==> config.mk <==
export PLATFORM = sky130hd
export DESIGN_NAME = row_grid_placer
export DESIGN_NICKNAME = d
export VERILOG_FILES = /design/src/rtl/core/rgp_pkg.sv /design/src/rtl/core/rgp_front.sv /design/src/rtl/core/rgp_queue.sv /design/src/rtl/core/rgp_back.sv /design/src/rtl/core/row_grid_placer.sv
export SDC_FILE = /design/constraint.sdc
export NUM_CORES = 2
export LEC_CHECK = 0
export ABC_AREA = 1
export BUFFER_PORTS_ARGS = -buffer_cell sky130_fd_sc_hd__buf_2
export CAP_MARGIN = 0
export CORE_MARGIN = 8
export CORE_UTILIZATION = 46
export DETAILED_ROUTE_END_ITERATION = 7
export PLACE_DENSITY = 0.59
export SYNTH_ARGS = -nofsm -noshare
export SYNTH_HDL_FRONTEND = slang
export SYNTH_SLANG_ARGS = --single-unit
==> constraint.sdc <==
create_clock -name clk -period 17.5 [get_ports clk]
set_input_delay 4.375 -clock clk [delete_from_list [all_inputs] [get_ports clk]]
set_output_delay 4.375 -clock clk [all_outputs]
set_load 0.02 [all_outputs]
==> src/rtl/core/rgp_pkg.sv <==
`timescale 1ns / 1ps
// ----------------------------------------------------------------------------
// rgp_pkg
// Shared types, constants and helpers of the row grid placer.
// ----------------------------------------------------------------------------
package rgp_pkg;

    // Upper bound on the copies of one part
    localparam logic [6:0] COPY_MAX = 7'd64;

    // Register map codes, paddr[3:2]
    localparam logic [1:0] REG_COLUMN_LIMIT    = 2'd0;
    localparam logic [1:0] REG_GAP_HORIZONTAL  = 2'd1;
    localparam logic [1:0] REG_GAP_VERTICAL    = 2'd2;
    localparam logic [1:0] REG_ROW_WIDTH_LIMIT = 2'd3;

    // 40-bit position range, held in 42-bit arithmetic
    localparam logic signed [41:0] POS_MAX_W = 42'sd549755813887;
    localparam logic signed [41:0] POS_MIN_W = -42'sd549755813888;
    localparam logic signed [39:0] POS_MAX   = 40'sh7F_FFFF_FFFF;
    localparam logic signed [39:0] POS_MIN   = 40'sh80_0000_0000;

    // Configuration register set
    typedef struct packed {
        logic        [15:0] column_limit;
        logic signed [31:0] gap_horizontal;
        logic signed [31:0] gap_vertical;
        logic        [30:0] row_width_limit;
    } rgp_cfg_t;

    // One finished part, front to back
    typedef struct packed {
        logic signed [31:0] min_x;
        logic signed [31:0] min_y;
        logic signed [31:0] max_x;
        logic signed [31:0] max_y;
        logic        [6:0]  copies;
        logic               restart;
    } rgp_part_t;

    typedef enum logic [1:0] {
        ST_IDLE,
        ST_CHECK,
        ST_EMIT,
        ST_WRAP
    } rgp_state_t;

    // Clamp a 42-bit signed value into the 40-bit position range
    function automatic logic signed [39:0] sat40(input logic signed [41:0] v);
        logic signed [39:0] r;
        begin
            if (v > POS_MAX_W)
                r = POS_MAX;
            else if (v < POS_MIN_W)
                r = POS_MIN;
            else
                r = v[39:0];
            return r;
        end
    endfunction

endpackage

==> src/rtl/core/rgp_front.sv <==
`timescale 1ns / 1ps
// ----------------------------------------------------------------------------
// rgp_front
// Vertex intake: tracks the bounding box of the current part and builds
// the part record on its last vertex.
// ----------------------------------------------------------------------------
module rgp_front
    import rgp_pkg::*;
(
    input  logic               clk,
    input  logic               rst_n,
    input  logic               accept,
    input  logic signed [31:0] vertex_x,
    input  logic signed [31:0] vertex_y,
    input  logic               last_vertex,
    input  logic        [6:0]  copy_count,
    input  logic               job_start,
    output rgp_part_t          part
);

    logic signed [31:0] min_x_reg, min_x_next;
    logic signed [31:0] min_y_reg, min_y_next;
    logic signed [31:0] max_x_reg, max_x_next;
    logic signed [31:0] max_y_reg, max_y_next;
    logic               pending_reg, pending_next;
    logic               start_seen_reg, start_seen_next;
    logic               open_box;
    logic        [6:0]  copies;

    assign open_box = pending_reg | job_start;

    always_comb
    begin
        if (open_box)
        begin
            min_x_next = vertex_x;
            max_x_next = vertex_x;
            min_y_next = vertex_y;
            max_y_next = vertex_y;
        end
        else
        begin
            min_x_next = (vertex_x < min_x_reg) ? vertex_x : min_x_reg;
            max_x_next = (vertex_x > max_x_reg) ? vertex_x : max_x_reg;
            min_y_next = (vertex_y < min_y_reg) ? vertex_y : min_y_reg;
            max_y_next = (vertex_y > max_y_reg) ? vertex_y : max_y_reg;
        end

        if (copy_count == 7'd0)
            copies = 7'd1;
        else if (copy_count > COPY_MAX)
            copies = COPY_MAX;
        else
            copies = copy_count;

        pending_next    = last_vertex;
        start_seen_next = last_vertex ? 1'b0 : (start_seen_reg | job_start);
    end

    assign part.min_x   = min_x_next;
    assign part.min_y   = min_y_next;
    assign part.max_x   = max_x_next;
    assign part.max_y   = max_y_next;
    assign part.copies  = copies;
    assign part.restart = start_seen_reg | job_start;

    always_ff @(posedge clk or negedge rst_n)
    begin
        if (!rst_n)
        begin
            pending_reg    <= 1'b1;
            start_seen_reg <= 1'b0;
        end
        else if (accept)
        begin
            pending_reg    <= pending_next;
            start_seen_reg <= start_seen_next;
        end
    end

    always_ff @(posedge clk)
    begin
        if (accept)
        begin
            min_x_reg <= min_x_next;
            min_y_reg <= min_y_next;
            max_x_reg <= max_x_next;
            max_y_reg <= max_y_next;
        end
    end

endmodule

==> src/rtl/core/rgp_queue.sv <==
`timescale 1ns / 1ps
// ----------------------------------------------------------------------------
// rgp_queue
// Short part queue between intake and placement.
// ----------------------------------------------------------------------------
module rgp_queue
    import rgp_pkg::*;
#(
    parameter int DEPTH = 2
)
(
    input  logic      clk,
    input  logic      rst_n,
    input  logic      push,
    input  rgp_part_t push_data,
    input  logic      pop,
    output rgp_part_t pop_data,
    output logic      empty,
    output logic      full
);

    localparam int PTR_W = (DEPTH > 1) ? $clog2(DEPTH) : 1;
    localparam int CNT_W = $clog2(DEPTH + 1);

    rgp_part_t          slots_reg [DEPTH];
    logic [PTR_W-1:0]   wr_ptr_reg, wr_ptr_next;
    logic [PTR_W-1:0]   rd_ptr_reg, rd_ptr_next;
    logic [CNT_W-1:0]   count_reg, count_next;
    logic               do_push;
    logic               do_pop;

    assign empty    = (count_reg == CNT_W'(0));
    assign full     = (count_reg == CNT_W'(DEPTH));
    assign do_push  = push & ~full;
    assign do_pop   = pop & ~empty;
    assign pop_data = slots_reg[rd_ptr_reg];

    always_comb
    begin
        wr_ptr_next = wr_ptr_reg;
        rd_ptr_next = rd_ptr_reg;
        count_next  = count_reg;
        if (do_push)
            wr_ptr_next = (wr_ptr_reg == PTR_W'(DEPTH - 1)) ? '0 : wr_ptr_reg + PTR_W'(1);
        if (do_pop)
            rd_ptr_next = (rd_ptr_reg == PTR_W'(DEPTH - 1)) ? '0 : rd_ptr_reg + PTR_W'(1);
        if (do_push && !do_pop)
            count_next = count_reg + CNT_W'(1);
        else if (do_pop && !do_push)
            count_next = count_reg - CNT_W'(1);
    end

    always_ff @(posedge clk or negedge rst_n)
    begin
        if (!rst_n)
        begin
            wr_ptr_reg <= '0;
            rd_ptr_reg <= '0;
            count_reg  <= '0;
        end
        else
        begin
            wr_ptr_reg <= wr_ptr_next;
            rd_ptr_reg <= rd_ptr_next;
            count_reg  <= count_next;
        end
    end

    always_ff @(posedge clk)
    begin
        if (do_push)
            slots_reg[wr_ptr_reg] <= push_data;
    end

endmodule

==> src/rtl/core/rgp_back.sv <==
`timescale 1ns / 1ps
// ----------------------------------------------------------------------------
// rgp_back
// Placement sequencer: walks the copies of one part, moves the cursor along
// rows and drives the registered result port.
// ----------------------------------------------------------------------------
module rgp_back
    import rgp_pkg::*;
(
    input  logic         clk,
    input  logic         rst_n,
    input  rgp_cfg_t     cfg,
    input  rgp_part_t    part,
    input  logic         part_empty,
    output logic         part_pop,
    output logic         m_tvalid,
    input  logic         m_tready,
    output logic [79:0]  m_tdata,
    output logic         m_tlast
);

    rgp_state_t         state_reg, state_next;
    logic signed [39:0] cx_reg, cx_next;
    logic signed [39:0] cy_reg, cy_next;
    logic        [32:0] rh_reg, rh_next;
    logic        [15:0] col_reg, col_next;
    logic        [6:0]  left_reg, left_next;
    logic               to_emit_reg, to_emit_next;
    logic signed [31:0] bmin_x_reg, bmin_y_reg;
    logic        [32:0] w_reg, h_reg;
    logic signed [39:0] out_x_reg, out_y_reg;
    logic               out_last_reg;
    logic               out_valid_reg, out_valid_next;

    logic               width_mode;
    logic        [15:0] limit;
    logic               emit_fire;
    logic signed [41:0] cx_ext, cy_ext, w_ext, rh_ext;
    logic signed [41:0] reach_x, step_x, step_y, rwl_ext;
    logic signed [41:0] diff_x, diff_y;
    logic        [15:0] col_inc;
    logic        [32:0] rh_max;
    logic        [32:0] w_load, h_load;

    assign width_mode = (cfg.row_width_limit != 31'd0);
    assign limit      = (cfg.column_limit == 16'd0) ? 16'd1 : cfg.column_limit;
    assign part_pop   = (state_reg == ST_IDLE) && !part_empty;
    assign emit_fire  = (state_reg == ST_EMIT) && (!out_valid_reg || m_tready);

    assign cx_ext  = {{2{cx_reg[39]}}, cx_reg};
    assign cy_ext  = {{2{cy_reg[39]}}, cy_reg};
    assign w_ext   = {9'd0, w_reg};
    assign rh_ext  = {9'd0, rh_reg};
    assign rwl_ext = {11'd0, cfg.row_width_limit};
    assign reach_x = cx_ext + w_ext;
    assign step_x  = cx_ext + w_ext + {{10{cfg.gap_horizontal[31]}}, cfg.gap_horizontal};
    assign step_y  = cy_ext + rh_ext + {{10{cfg.gap_vertical[31]}}, cfg.gap_vertical};
    assign diff_x  = cx_ext - {{10{bmin_x_reg[31]}}, bmin_x_reg};
    assign diff_y  = cy_ext - {{10{bmin_y_reg[31]}}, bmin_y_reg};
    assign col_inc = (col_reg == 16'hFFFF) ? col_reg : col_reg + 16'd1;
    assign rh_max  = (h_reg > rh_reg) ? h_reg : rh_reg;
    assign w_load  = {part.max_x[31], part.max_x} - {part.min_x[31], part.min_x};
    assign h_load  = {part.max_y[31], part.max_y} - {part.min_y[31], part.min_y};

    always_comb
    begin
        state_next     = state_reg;
        cx_next        = cx_reg;
        cy_next        = cy_reg;
        rh_next        = rh_reg;
        col_next       = col_reg;
        left_next      = left_reg;
        to_emit_next   = to_emit_reg;
        out_valid_next = m_tready ? 1'b0 : out_valid_reg;
        if (emit_fire)
            out_valid_next = 1'b1;

        case (state_reg)
            ST_IDLE:
            begin
                if (!part_empty)
                begin
                    left_next  = part.copies;
                    state_next = ST_CHECK;
                    if (part.restart)
                    begin
                        cx_next  = '0;
                        cy_next  = '0;
                        rh_next  = '0;
                        col_next = '0;
                    end
                end
            end
            ST_CHECK:
            begin
                // wrap before a copy that would overflow the row
                if (width_mode && col_reg != 16'd0 && reach_x > rwl_ext)
                begin
                    to_emit_next = 1'b1;
                    state_next   = ST_WRAP;
                end
                else
                begin
                    state_next = ST_EMIT;
                end
            end
            ST_EMIT:
            begin
                if (emit_fire)
                begin
                    cx_next   = sat40(step_x);
                    rh_next   = rh_max;
                    col_next  = col_inc;
                    left_next = left_reg - 7'd1;
                    if (!width_mode && col_inc >= limit)
                    begin
                        to_emit_next = 1'b0;
                        state_next   = ST_WRAP;
                    end
                    else if (left_reg == 7'd1)
                        state_next = ST_IDLE;
                    else
                        state_next = ST_CHECK;
                end
            end
            ST_WRAP:
            begin
                cx_next  = '0;
                cy_next  = sat40(step_y);
                rh_next  = '0;
                col_next = '0;
                if (to_emit_reg)
                    state_next = ST_EMIT;
                else if (left_reg == 7'd0)
                    state_next = ST_IDLE;
                else
                    state_next = ST_CHECK;
            end
            default:
            begin
                state_next = ST_IDLE;
            end
        endcase
    end

    always_ff @(posedge clk or negedge rst_n)
    begin
        if (!rst_n)
        begin
            state_reg     <= ST_IDLE;
            cx_reg        <= '0;
            cy_reg        <= '0;
            rh_reg        <= '0;
            col_reg       <= '0;
            left_reg      <= '0;
            to_emit_reg   <= 1'b0;
            out_valid_reg <= 1'b0;
        end
        else
        begin
            state_reg     <= state_next;
            cx_reg        <= cx_next;
            cy_reg        <= cy_next;
            rh_reg        <= rh_next;
            col_reg       <= col_next;
            left_reg      <= left_next;
            to_emit_reg   <= to_emit_next;
            out_valid_reg <= out_valid_next;
        end
    end

    always_ff @(posedge clk)
    begin
        if (part_pop)
        begin
            bmin_x_reg <= part.min_x;
            bmin_y_reg <= part.min_y;
            w_reg      <= w_load;
            h_reg      <= h_load;
        end
        if (emit_fire)
        begin
            out_x_reg    <= sat40(diff_x);
            out_y_reg    <= sat40(diff_y);
            out_last_reg <= (left_reg == 7'd1);
        end
    end

    assign m_tvalid = out_valid_reg;
    assign m_tdata  = {out_y_reg, out_x_reg};
    assign m_tlast  = out_last_reg;

    a_check_has_copy: assert property (@(posedge clk) disable iff (!rst_n)
        (state_reg == ST_CHECK || state_reg == ST_EMIT) |-> left_reg != 7'd0)
        else $error("placement step with no copy left");

    a_wrap_clears: assert property (@(posedge clk) disable iff (!rst_n)
        state_reg == ST_WRAP |=> (cx_reg == 40'sd0 && col_reg == 16'd0 && rh_reg == 33'd0))
        else $error("row wrap did not clear the row");

    a_last_ends_part: assert property (@(posedge clk) disable iff (!rst_n)
        (emit_fire && left_reg == 7'd1)
            |=> (state_reg == ST_IDLE || state_reg == ST_WRAP) && m_tlast)
        else $error("final copy did not close the part");

    a_pop_only_idle: assert property (@(posedge clk) disable iff (!rst_n)
        part_pop |=> state_reg == ST_CHECK)
        else $error("part load did not start placement");

endmodule

==> src/rtl/core/row_grid_placer.sv <==
`timescale 1ns / 1ps
// ----------------------------------------------------------------------------
// row_grid_placer
// Row-by-row grid placement of part bounding boxes from an outline stream.
// ----------------------------------------------------------------------------
// Path: the first copy of a part reaches m_tvalid from its last vertex
//   transaction through queue write, part load, row check, result register.
// Throughput: vertices enter at 1 per cycle while the part queue has room;
//   the placement sequencer takes a load state per part, a check and an emit
//   state per copy and a wrap state on each row wrap; emits can wait on m_tready.
// Reset (rst_n low, asynchronous): cursor, row, queue and handshakes clear,
//   registers take their reset values; no clearing pass.
// ----------------------------------------------------------------------------
module row_grid_placer
    import rgp_pkg::*;
#(
    parameter int QUEUE_DEPTH = 2
)
(
    input  logic         clk,
    input  logic         rst_n,
    // configuration port
    input  logic         psel,
    input  logic         penable,
    input  logic         pwrite,
    input  logic [3:0]   paddr,
    input  logic [31:0]  pwdata,
    output logic [31:0]  prdata,
    output logic         pready,
    // vertex stream
    input  logic         s_tvalid,
    output logic         s_tready,
    input  logic [71:0]  s_tdata,   // vertex_x[31:0], vertex_y[63:32], copy_count[70:64], 0
    input  logic         s_tlast,   // last_vertex
    input  logic         s_tuser,   // job_start
    // placement stream
    output logic         m_tvalid,
    input  logic         m_tready,
    output logic [79:0]  m_tdata,   // offset_x[39:0], offset_y[79:40]
    output logic         m_tlast    // last_copy
);

    rgp_cfg_t   cfg_reg;
    logic       cfg_write;
    logic       in_fire;
    logic       q_push;
    logic       q_pop;
    logic       q_empty;
    logic       q_full;
    rgp_part_t  front_part;
    rgp_part_t  back_part;

    // ------------------------------------------------------------------
    // Configuration registers. Writes land on the access phase; software
    // must write only while idle, not enforced: the sequencer reads them live.
    // ------------------------------------------------------------------
    assign pready    = 1'b1;
    assign cfg_write = psel & penable & pwrite & pready;

    always_ff @(posedge clk or negedge rst_n)
    begin
        if (!rst_n)
        begin
            cfg_reg.column_limit    <= 16'd1;
            cfg_reg.gap_horizontal  <= '0;
            cfg_reg.gap_vertical    <= '0;
            cfg_reg.row_width_limit <= '0;
        end
        else if (cfg_write)
        begin
            case (paddr[3:2])
                REG_COLUMN_LIMIT:    cfg_reg.column_limit    <= pwdata[15:0];
                REG_GAP_HORIZONTAL:  cfg_reg.gap_horizontal  <= pwdata;
                REG_GAP_VERTICAL:    cfg_reg.gap_vertical    <= pwdata;
                REG_ROW_WIDTH_LIMIT: cfg_reg.row_width_limit <= pwdata[30:0];
                default:             cfg_reg                 <= cfg_reg;
            endcase
        end
    end

    // Read back the selected register, zero-extended to the bus
    always_comb
    begin
        case (paddr[3:2])
            REG_COLUMN_LIMIT:    prdata = {16'd0, cfg_reg.column_limit};
            REG_GAP_HORIZONTAL:  prdata = cfg_reg.gap_horizontal;
            REG_GAP_VERTICAL:    prdata = cfg_reg.gap_vertical;
            REG_ROW_WIDTH_LIMIT: prdata = {1'b0, cfg_reg.row_width_limit};
            default:             prdata = '0;
        endcase
    end

    // ------------------------------------------------------------------
    // Front: take a vertex transaction whenever the part queue can hold one
    // more part, so an accepted last vertex always finds a free queue slot.
    // ------------------------------------------------------------------
    assign s_tready = ~q_full;
    assign in_fire  = s_tvalid & s_tready;
    assign q_push   = in_fire & s_tlast;

    rgp_front u_front
    (
        .clk         (clk),
        .rst_n       (rst_n),
        .accept      (in_fire),
        .vertex_x    (s_tdata[31:0]),
        .vertex_y    (s_tdata[63:32]),
        .last_vertex (s_tlast),
        .copy_count  (s_tdata[70:64]),
        .job_start   (s_tuser),
        .part        (front_part)
    );

    // ------------------------------------------------------------------
    // Part queue: decouples intake from copy emission. A job start travels
    // with the next part so the cursor clears just before that part places.
    // ------------------------------------------------------------------
    rgp_queue #(
        .DEPTH (QUEUE_DEPTH)
    ) u_queue
    (
        .clk       (clk),
        .rst_n     (rst_n),
        .push      (q_push),
        .push_data (front_part),
        .pop       (q_pop),
        .pop_data  (back_part),
        .empty     (q_empty),
        .full      (q_full)
    );

    // ------------------------------------------------------------------
    // Back: per copy, check the row fit, emit the translation into the
    // output register, advance the cursor, wrap the row as needed.
    // ------------------------------------------------------------------
    rgp_back u_back
    (
        .clk        (clk),
        .rst_n      (rst_n),
        .cfg        (cfg_reg),
        .part       (back_part),
        .part_empty (q_empty),
        .part_pop   (q_pop),
        .m_tvalid   (m_tvalid),
        .m_tready   (m_tready),
        .m_tdata    (m_tdata),
        .m_tlast    (m_tlast)
    );

endmodule
==> impl_metrics.toml <==
[status]
status = "finished clean"

[critical_path]
path_buf_inv = 4
critical_path_class = "primary input to output pin"
crit_arrival_ns = 6.42
max_stage_delay_ns = 0.59
crit_required_ns = 13.12
crit_family = "buffers and inverters"
crit_fanout = 18
critical_path.endpoint_type = "output pin"
path_cells = "buf_2 -> inv_1 -> nand2_1 -> inv_1 -> nand2_1 -> o2111ai_1 -> buf_2"
critPathSlowestCell = "nand2_1"
critPathLaunchType = "primary input"

[timing]
setup_violations = 0
rsz0062_at_grt = "no"
worst_slew_pin_slew_ns = 1.17
fmax_mhz = 92.6
slew_headroom_pct = 21.5
fin_crit_ns = 10.80
skew_ns = 0.0351
drv_slew = 0
fin_tns_setup_ns = 0
fin_crit_sh_pct = 61.7
hold_viol = 0

[yosys]
synthFlopType = "edfxtp_1"
synthTopCellsByArea = "edfxtp_1 (32%), nand2_1 (12%), dfrtp_1 (11%)"
synthesis.area_mm2 = 0.0577
ys_seq_area_share_pct = 43.0
ys_top_cells_by_count = "nand2_1 (1820), inv_1 (866), edfxtp_1 (611)"
synth_edf_count = 611
synth_seq_cells = 868
avgSynthCellArea_um2 = 8.30
yosysWarnings = 0
netlist.area_leader.share_pct = 31.8
yosysUniqueCellTypes = 67
post-synth-top-count-cell = "nand2_1"
syn-instance-count = 6946
synth_fp_nets = 7577
yosys.area.top_type = "edfxtp_1"
async_reset_ff_share_pct = 29.6

[cts]
cts.sinks = 868
cts_setup_buffers = 0
cts_hold_buf = 0
cts_tree = "yes"
clock-root-buffer = "clkbuf_16"
clkTransAtPathRegs_ns = 0.06
cts.path.max_buffers = 3
htreeDepth = 3
ctsResizeCount = 0
cts_buffers = 98
clock_latency_ns = 0.71

[routing]
wire_per_inst_um = 19.8
drtAntennaViolNets = 0
drtIter0Drc = 4127
vias_per_cell = 5.39
wl_um = 176000
via_count = 48000
post-route-drc-count = 0
dr.pass1.iters = 6

[placement]
dp_hpwl_um = 139000
globalplace.congestion = 0.985
port_buffers = 228

[floorplan]
die_w_um = 370
ios = 233
die_h_um = 370
initial_core_util_pct = 46.1
core_area_mm2 = 0.125
rows = 130
die-area_mm2 = 0.137

[global_route]
grt_pass1_wl_um = 269000
gr-total-overflow = 0
grt_pass1_vias = 45200
antenna_found_initial = 11
grt_start_max_net_pins = 163
grt_usage_pct = 25.0

[cells_and_area]
largest_reg_flops = 272
nets = 7791
area_delta_synth_final_pct = 11.0
drive_gt1_share_pct = 8.97

[hold_path]
hp-class = "flop to flop"

[run]
drv_cap = 0
[layout make-up]
| type | count | area [µm²] |
|---|---|---|
| Antenna cell | 5 | 12.5 |
| Clock buffer | 124 | 2700 |
| Clock inverter | 60 | 763 |
| Fill cell | 11900 | 61100 |
| Inverter | 896 | 3370 |
| Multi-Input combinational cell | 5036 | 28900 |
| Sequential cell | 868 | 24800 |
| Tap cell | 1650 | 2060 |
| Timing Repair Buffer | 260 | 1400 |
[worst reg2reg max path: cells and delay by family (launching register included)]
family | cells | cell delay [ns]
xor+xnor | 2 | 0.34
fa+ha+maj | 3 | 1.00
buf+inv | 3 | 0.33
simple gates | 12 | 2.03
compound gates | 7 | 1.50
flops | 1 | 0.47
[placed cells by master, fill, tap and decap left out, types with 13 or more instances in the layout]
| cell type | n |
|---|---|
| a21boi_0 | 17 |
| a21o_1 | 40 |
| a21oi_1 | 508 |
| a31oi_1 | 60 |
| buf_2 | 227 |
| buf_4 | 31 |
| clkbuf_1 | 14 |
| clkbuf_16 | 101 |
| clkinv_2 | 14 |
| clkinvlp_4 | 13 |
| dfrtp_1 | 254 |
| edfxtp_1 | 611 |
| ha_1 | 506 |
| inv_1 | 864 |
| inv_2 | 29 |
| mux2_2 | 21 |
| nand2_1 | 1819 |
| nand3_1 | 216 |
| nand4_1 | 61 |
| nor2_1 | 477 |
| nor2_2 | 15 |
| nor2_4 | 14 |
| nor3_1 | 51 |
| nor4_1 | 38 |
| o2111ai_1 | 21 |
| o211ai_1 | 19 |
| o21a_1 | 29 |
| o21ai_0 | 496 |
| o21ai_1 | 69 |
| o21ai_2 | 25 |
| o21bai_1 | 24 |
| o221ai_1 | 22 |
| or2_2 | 68 |
| xnor2_1 | 113 |
| xor2_1 | 173 |
[stage by stage]
| step | area [µm²] | setup WS, ns | utilization, % | hold slack, ns | cells |
|---|---|---|---|---|---|
| finish | 64000 | 6.70 | 51.2 | 0.477 | 8899 |
| global route | 64000 | 6.55 | 51.2 | 0.500 | 8897 |
| CTS | 64000 | 6.76 | 51.2 | 0.484 | 8894 |
| detailed placement | 60500 | 6.77 | 48.4 | 0.472 | 8710 |
| global placement | 60500 | 6.76 | 48.4 | 0.460 | 8710 |
| floorplan | 57700 | 3.54 | - | 0.446 | 6946 |
[layer usage]
metal	vias up	GRT usage, %	wire, µm
met5	-	0	54
met4	6	5.82	3670
met3	182	3.71	11400
met2	1303	35.7	71100
met1	22700	39.6	89700
li1	23800	-	-
[logic make-up after synthesis]
| family | Yosys count | synth area share [%] |
|---|---|---|
| fa+ha+maj | 514 | 11.3 |
| xor+xnor | 294 | 4.59 |
| mux | 23 | 0.445 |
| buf+inv | 1042 | 7.02 |
| other cells | 1 | 0.00650 |
| compound gates | 1385 | 13.5 |
| flops | 868 | 43.0 |
| simple gates | 2819 | 20.2 |
[path summary, 6_finish.rpt]
path                            slack [ns]  cells after the start                    to                 start
min in group asynchronous             3.71                      1     u_back.cx_reg[31]                 rst_n
max in group asynchronous            12.20                      2    u_queue.rd_ptr_reg                 rst_n
worst min register to register        0.48                      1  u_queue.count_reg[0]  u_queue.count_reg[0]
worst max-delay path                  6.70                      7             prdata[1]              paddr[3]
worst min-delay path                  0.48                      1  u_queue.count_reg[0]  u_queue.count_reg[0]
worst max register to register       11.71                     27     u_back.cy_reg[18]      u_back.rh_reg[0]
Power is left out: the tool's default activity adds up to more than one toggle a clock period on the data nets, which glitch-free logic cannot reach.
